$ cat src/design/satl_pkg.sv
// ----------------------------------------------------------------------------
// satl_pkg: shared types and constants of the cache tag directory
// Controller state, command and status bundles, and item field codes.
// ----------------------------------------------------------------------------
`default_nettype none

package satl_pkg;

   // Width of every address field on the item ports
   localparam int FIELD_W = 48;

   // Item kind codes
   localparam logic KIND_ACCESS = 1'b0;
   localparam logic KIND_INVAL  = 1'b1;

   // Controller states
   typedef enum logic [1:0] {
      ST_CLEAR,
      ST_IDLE,
      ST_LOOKUP
   } state_type;

   // Controller to datapath commands
   typedef struct packed {
      logic accept;   // capture item, issue set read
      logic commit;   // write set back, load result
      logic clear;    // write reset row during clearing pass
   } cmd_type;

   // Datapath to controller status
   typedef struct packed {
      logic clear_last;   // clearing pass is on its final row
   } status_type;

endpackage

`default_nettype wire

$ cat src/design/satl_ctrl.sv
// ----------------------------------------------------------------------------
// satl_ctrl: sequencer of the cache tag directory
// Runs the clearing pass, accepts items, and owns the result valid flag.
// ----------------------------------------------------------------------------
`default_nettype none

module satl_ctrl (
   input  wire logic                 clock,
   input  wire logic                 reset,
   input  wire logic                 req_valid,
   output logic                      req_stall,
   output logic                      rsp_valid,
   input  wire logic                 rsp_stall,
   output satl_pkg::cmd_type         cmd,
   input  wire satl_pkg::status_type status
);

   satl_pkg::state_type state_ff, state_in;
   logic                rsp_valid_ff, rsp_valid_in;
   logic                out_free;

   // State and result valid registers
   always_ff @(posedge clock) begin
      if (reset) begin
         state_ff     <= satl_pkg::ST_CLEAR;
         rsp_valid_ff <= 1'b0;
      end else begin
         state_ff     <= state_in;
         rsp_valid_ff <= rsp_valid_in;
      end
   end

   // Output register is free when empty or being taken this cycle
   assign out_free = !rsp_valid_ff || !rsp_stall;

   // Next state and commands
   always_comb begin
      state_in   = state_ff;
      cmd.accept = 1'b0;
      cmd.commit = 1'b0;
      cmd.clear  = 1'b0;
      req_stall  = 1'b1;
      unique case (state_ff)
         satl_pkg::ST_CLEAR: begin
            cmd.clear = 1'b1;
            if (status.clear_last) begin
               state_in = satl_pkg::ST_IDLE;
            end
         end
         satl_pkg::ST_IDLE: begin
            req_stall = 1'b0;
            if (req_valid) begin
               cmd.accept = 1'b1;
               state_in   = satl_pkg::ST_LOOKUP;
            end
         end
         satl_pkg::ST_LOOKUP: begin
            // hold the set read data until the output register frees up
            if (out_free) begin
               cmd.commit = 1'b1;
               state_in   = satl_pkg::ST_IDLE;
            end
         end
         default: begin
            state_in = satl_pkg::ST_CLEAR;
         end
      endcase
   end

   // Set on commit, drop once taken
   always_comb begin
      if (cmd.commit) begin
         rsp_valid_in = 1'b1;
      end else begin
         rsp_valid_in = rsp_valid_ff && rsp_stall;
      end
   end

   assign rsp_valid = rsp_valid_ff;

endmodule

`default_nettype wire

$ cat config.mk
export PLATFORM = sky130hd
export DESIGN_NAME = satl_ctrl
export DESIGN_NICKNAME = d
export VERILOG_FILES = /design/src/design/satl_pkg.sv /design/src/design/satl_ctrl.sv
export SDC_FILE = /design/constraint.sdc
export NUM_CORES = 1
export LEC_CHECK = 0
export BUFFER_PORTS_ARGS = -buffer_cell sky130_fd_sc_hd__buf_2
export CORE_AREA = 2 2 39 41
export DETAILED_ROUTE_END_ITERATION = 8
export DIE_AREA = 0 0 41 43
export GPL_ROUTABILITY_DRIVEN = 0
export RECOVER_POWER = 100
export SYNTH_ARGS = -nofsm -noshare
export SYNTH_HDL_FRONTEND = slang
export SYNTH_SLANG_ARGS = --single-unit
$ cat constraint.sdc
create_clock -name clock -period 1.9 [get_ports clock]
set_input_delay 0 -clock clock [delete_from_list [all_inputs] [get_ports clock]]
set_output_delay 0 -clock clock [all_outputs]
set_load 0.005 [all_outputs]
==> run metrics, run 1 <==
minimum clock period=1090 ps; post-synthesis sequential element count=3; Post-synth EDFFs=0; Iter 0 DRT Violations=3; Routed met1 length=130 microns; worst setup path category=flip-flop to output pin; clock buffers created by TritonCTS=3; worst path required time=1900 ps; transition time at the pin with the least slew margin=191 ps; internal portion of total power=160 uW; worst rel slew slack=87.2%; max cap viols=0; status=completed; unrepaired setup endpoints after global routing=no; H-tree depth=1; total negative slack=0 ps; fill cell count=161; first-pass iteration count of the detailed router=2; synthesis-to-layout area growth=59.6%; portion of total power attributed to sequential cells=34.5%; top cells by instance count after synthesis=nor2_1, dfxtp_1, nand2_1; count of yosys warnings during synthesis=0; Post-Syn Area per Cell=8.91 sq um; dominant combinational cell family by area after synthesis=simple AND/OR/NAND/NOR gates; CP startpoint kind=flip-flop; clock-pin transition on the worst setup and hold timing paths=40 ps; clock power share=53.5%; Post-CTS Setup Repair Bufs=0; met3 wire length=42 microns; CP arrival=1090 ps; number of antenna repair diodes=0; GRT Overall Usage=4.92%; clock tree root buffer cell=clkbuf_4; number of antenna violations at the first check in global routing=0; power density over the cells=907 nW/um^2; Synth top area share=42.1%; count of buffers inserted at the top-level ports=9; met2 wire length=162 microns; syn_nets=21; Primary FF master, synth=dfxtp_1; routed len/inst=7.28 microns; setup violators final=0; synthesized-area fraction occupied by ao, oa, aoi and oai cells=28.1%; number of library cell types mapped by synthesis=10; CTS-repair resized insts=0; maximum number of pins on one net before global-route repair=7; maximum ir drop on the vdd rail=0.165 mV; highest net fanout along the worst path=6; Std-Cell Core Area=1380 sq um; number of global-route vias before repair=146; multiplexer share of the synthesized area=0%; synthesized cell area=143 sq um; Hold Crit Class=input pin to flip-flop; sequential cell area fraction in the yosys report=42.1%; Clock Sink Count=3; Switching Fraction=22.6%; share of the cycle needed by the critical path after routing=57.1%; top-level I/O count=10; cell count after synthesis=16; total overflow reported by the global router=0; maximum root-to-sink buffer count=2; fraction of synthesis flops using an asynchronous set or reset pin=0%; Synth Area in XOR/XNOR=0%; cell types occupying the most area after synthesis=dfxtp_1, nor2_1, nand2b_4; die span in y=43 microns; register area=60.1 sq um; DIE WIDTH=41 microns; fin nets=36; clock latency on the worst-skew pair=230 ps; crit end category=output pin; wirelength, routed=335 microns; Switching Power=46.7 uW; most area-hungry cell type in the Yosys netlist=dfxtp_1; Design Area, Final=228 sq um; top achievable clock speed=921 MHz; per-cell via count in the routed design=3.28; first-pass GRT wire length=489 microns; Top Layer Used=met3; detailed-route DRC error count=0; portion of total power attributed to combinational logic=12.0%; instance area at placement=208 sq um; most numerous cell in the Yosys netlist=nor2_1; effective utilization at floorplan=10.3%; number of endpoints with negative hold slack in the final report=0; placement row count=14; area share of and/or/nand/nor cells after synthesis=29.8%; TritonCTS clock tree=done; max-slew violations=0; share of final-layout standard cells stronger than drive strength 1=26.7%; Total Die Area=1760 sq um; number of antenna-violating nets in the routed design=0; fraction of the mapped netlist area in adder cells=0%; Fin Clk Skew=1.39 ps; static leakage power=0.0000990 uW; via total after detailed routing=151; footprint of the multi-input gates=71.3 sq um
## repair_timing
item                       4_1_cts  5_1_grt
setup endpoints to repair        0        0
hold endpoints to repair         2        0
hold buffers                     1        0
## cells in the final DEF (no fill, tap or decap)
master         netlist  layout
a211oi_1             1       1
nand2_1              2       2
nand2b_1             1       2
clkbuf_4             0       3
buf_2                0       5
nor2_1               4       4
clkbuf_1             0       5
dfxtp_1              3       3
o22a_1               1       1
dlygate4sd3_1        0       1
o21ba_1              1       1
a21oi_1              1       2
## final timing paths
path | startpoint | end | slack (ps) | cells past startpoint
max | state_ff[0]$_SDFFE_PP0P_ | cmd[1] | 810 | 3
min | rsp_stall | rsp_valid$_SDFF_PP0_ | 50 | 3
max reg2reg | state_ff[0]$_SDFFE_PP0P_ | state_ff[0]$_SDFFE_PP0P_ | 970 | 3
min reg2reg | rsp_valid$_SDFF_PP0_ | rsp_valid$_SDFF_PP0_ | 500 | 2
## cell type report
cell class	instances	area share, %
clock buffers	4	11.5
multi-input cells	13	31.3
flip-flops and latches	3	26.4
well taps	16	8.79
repair buffers	10	22.0
## power groups by stage
stage	registers, uW	clock network, uW	logic (uW)
after detailed placement	72.9	0	27.1
after floorplan	72.2	0	14.3
after CTS	71.9	119	28.7
after global routing	72.1	124	29.2
final	71.2	110	24.9
after global placement	72.9	0	26.9
## stage by stage
| stage | utilization [%] | worst slack (ps) | hold WS (ps) | cells | total power [uW] |
|---|---|---|---|---|---|
| global route | 16.5 | 677 | 75.1 | 46 | 225 |
| global placement | 15.0 | 1010 | 193 | 41 | 99.8 |
| floorplan | - | 1050 | 39.4 | 16 | 86.5 |
| finish | 16.5 | 814 | 49.5 | 46 | 206 |
| detailed placement | 15.0 | 1010 | 194 | 41 | 100 |
| CTS | 17.6 | 871 | 46.8 | 46 | 219 |
## registers in the layout, indices dropped and copies added, names as in the netlist
name / count
rsp_valid: 1
state_ff: 2
## worst max-delay path, stage by stage, from the launching register on
cell and delay (ps):
dfxtp_1 340, nand2b_1 190, a21oi_1 200, clkbuf_1 140
## cell families after synthesis
| group | after synthesis |
|---|---|
| AOI/OAI and AO/OA | 5 |
| DFF | 3 |
| and+or+nand+nor | 8 |
## per-layer routing
layer / global-route usage (%) / vias to the layer above
met5: 0 / -
met4: 6.00 / 0
met3: 4.71 / 0
met2: 6.25 / 6
met1: 3.54 / 61
li1: - / 84
(Power assumes the default switching activity.)
==> run 2: changes to the inputs <==
- clock period: 1.9 -> 0.9 ns (I/O delays scaled with it)
==> run 2 against run 1 <==
Net effect:
- the run now ends with setup timing left
- core utilization increased by 7.6 points
- clock power increased by 110%
- via count increased by 24%
- cell count increased by 13%
- sequential share of layout area decreased by 6.8 points
- critical path depth unchanged
- power increased by 140%
- sequential power increased by 110%
- critical endpoint unchanged
- largest power group unchanged
==> run metrics, run 2 (synthesized netlist as in run 1, its figures left out) <==
Setup Slack @ Placement=28.3 ps (-978 ps); placement row count=14 (unchanged); portion of total power attributed to combinational logic=22.9% (+11 points); hold worst-path end=rsp_valid$_SDFF_PP0_; internal portion of total power=379 uW (+140%); Clock Sink Count=3 (unchanged); met2 usage=9.38% (+3.1 points); CP arrival=950 ps (-140 ps); minimum clock period=951 ps; clock-pin transition on the worst setup and hold timing paths=40 ps (about the same); max-slew violations=0 (unchanged); status=finished, violations left; detailed-route DRC error count=0 (unchanged); flip-flop count of the largest register, all copies and words added=2 (unchanged); number of endpoints with negative hold slack in the final report=0 (unchanged); worst path required time=900 ps (-1000 ps); CP startpoint kind=flip-flop; slack of the worst reg-to-reg path=20 ps (-950 ps); clock power share=47.2% (-6.3 points); Std-Cell Core Area=1380 sq um (unchanged); overall power=500 uW (+140%); power density over the cells=1500 nW/um^2 (+66%); Iter 0 DRT Violations=1 (-2); wirelength, routed=458 microns (+37%); met3 capacity usage during global routing=4.71% (unchanged); top-level I/O count=10 (unchanged); synthesis-to-layout area growth=133%; most common library cell in the layout ignoring fill and taps=buf_2; first-pass GRT wire length=696 microns (+42%); static leakage power=0.000151 uW (+53%); maximum root-to-sink buffer count=2 (unchanged); maximum number of pins on one net before global-route repair=5 (-2); top achievable clock speed=1050 MHz; hold_sp=rsp_stall; clock tree root buffer cell=clkbuf_4; highest net fanout along the worst path=4 (-2); clock latency on the worst-skew pair=230 ps (about the same); share of the cycle needed by the critical path after routing=106%; total half-perimeter wirelength after legalization and detailed placement=278 microns; met1 Resource Use GR=4.84% (+1.3 points); launch point of the worst reg-to-reg path=state_ff[0]$_SDFFE_PP0P_; fin nets=42 (+17%); highest-utilization routing layer at the global route stage=met2; Switching Fraction=24.3% (+1.7 points); worst reg2reg path endpoint=state_ff[0]$_SDFFE_PP0P_; TritonCTS clock tree=done; Hold Crit Class=input pin to flip-flop; transition time at the pin with the least slew margin=158 ps (-32.6 ps); violated checks=setup timing; clock buffers created by TritonCTS=3 (unchanged); crit end category=output pin; number of global-route vias before repair=197 (+35%); per-cell via count in the routed design=3.60 (+9.6%); max cap viols=0 (unchanged); setup violators final=3 (+3); first-pass iteration count of the detailed router=2 (unchanged); routed len/inst=8.81 microns (+21%); DIE WIDTH=41 microns (unchanged); Switching Power=122 uW (+160%); effective utilization at floorplan=10.3% (unchanged); H-tree depth=1 (unchanged); unrepaired setup endpoints after global routing=yes; worst setup path category=flip-flop to output pin; via total after detailed routing=187 (+24%); maximum ir drop on the vdd rail=0.319 mV (+93%); worst rel slew slack=89.4% (+2.2 points); GRT Overall Usage=6.63% (+1.7 points); number of cells traversed by the worst hold path=3 (unchanged); most frequent cells in the layout=buf_2, buf_4, clkbuf_4; register with the most flip-flops=state_ff; Total Die Area=1760 sq um (unchanged); number of antenna-violating nets in the routed design=0 (unchanged); number of antenna violations at the first check in global routing=0 (unchanged); portion of total power attributed to sequential cells=29.9% (-4.6 points); least setup slack across all paths after layout=-51.1 ps (-865 ps); total overflow reported by the global router=0 (unchanged); number of antenna repair diodes=0 (unchanged); count of buffers inserted at the top-level ports=9 (unchanged); share of final-layout standard cells stronger than drive strength 1=77.8% (+51 points); Fin Clk Skew=0.0617 ps (-1.32 ps); die span in y=43 microns (unchanged); depth of the worst register-to-register path=4 (+1)
-- run 2: changes by cell type in the layout (fill, tap and decap cells not counted), sizes merged --
| cell | before | now |
|---|---|---|
| buf | 5 | 15 |
| clkbuf | 8 | 4 |
-- run 2: area by class of cell --
type	count	area (sq um)
fillers	155	1050
well taps	16	20.0
multi-input cells	13	111
repair buffers	16	110
flip-flops and latches	3	65.1
clock buffers	4	26.3
-- run 2: through the flow --
step           utilization [%]  TNS, ps  hold slack (ps)  cells  area (sq um)
2_1_floorplan                -        0             39.4     16           143
3_3_place_gp              16.1        0              195     43           223
3_5_place_dp              16.1        0              193     43           223
4_1_cts                   20.4     -108             51.2     50           283
5_1_grt                   24.1     -280             93.6     52           333
6_report                  24.1    -91.3             77.6     52           333
-- run 2: metal layers --
metal,share of wire [%],up-vias
met1,36,87
li1,-,94
met2,56,6
met5,0,-
met3,8.5,0
met4,0,0
-- run 2: power groups by stage --
stage | registers, uW | logic, uW | clock network, uW
2_1_floorplan | 152 | 30.1 | 0
3_3_place_gp | 152 | 67.1 | 0
3_5_place_dp | 153 | 68.1 | 0
4_1_cts | 149 | 82.2 | 254
5_1_grt | 151 | 126 | 260
6_report | 150 | 115 | 236
-- run 2: what timing repair did --
item / 4_1_cts / 5_1_grt
hold buffers: 1 / 0
endpoints found under the hold margin: 2 / 0
setup buffers: 2 / 2
pin swaps: 2 / 2
setup endpoints to repair: 4 / 5
gates cloned: 0 / 0
resized for setup: 4 / 8
-- run 2: worst max-delay path, stage by stage (launching register included) --
cell	delay, ps
dfxtp_2	320
nand2b_4	150
a21oi_2	120
buf_2	130
-- run 2: worst max-delay path by stage --
stage,startpoint,end,slack [ps],cells after the start
2_1_floorplan,state_ff[0]$_SDFFE_PP0P_,state_ff[0]$_SDFFE_PP0P_,50,3
3_3_place_gp,state_ff[0]$_SDFFE_PP0P_,state_ff[0]$_SDFFE_PP0P_,50,3
3_5_place_dp,state_ff[0]$_SDFFE_PP0P_,state_ff[0]$_SDFFE_PP0P_,30,3
4_1_cts,state_ff[0]$_SDFFE_PP0P_,cmd[1],-60,3
5_1_grt,state_ff[0]$_SDFFE_PP0P_,cmd[1],-100,3
6_report,state_ff[0]$_SDFFE_PP0P_,cmd[1],-50,3
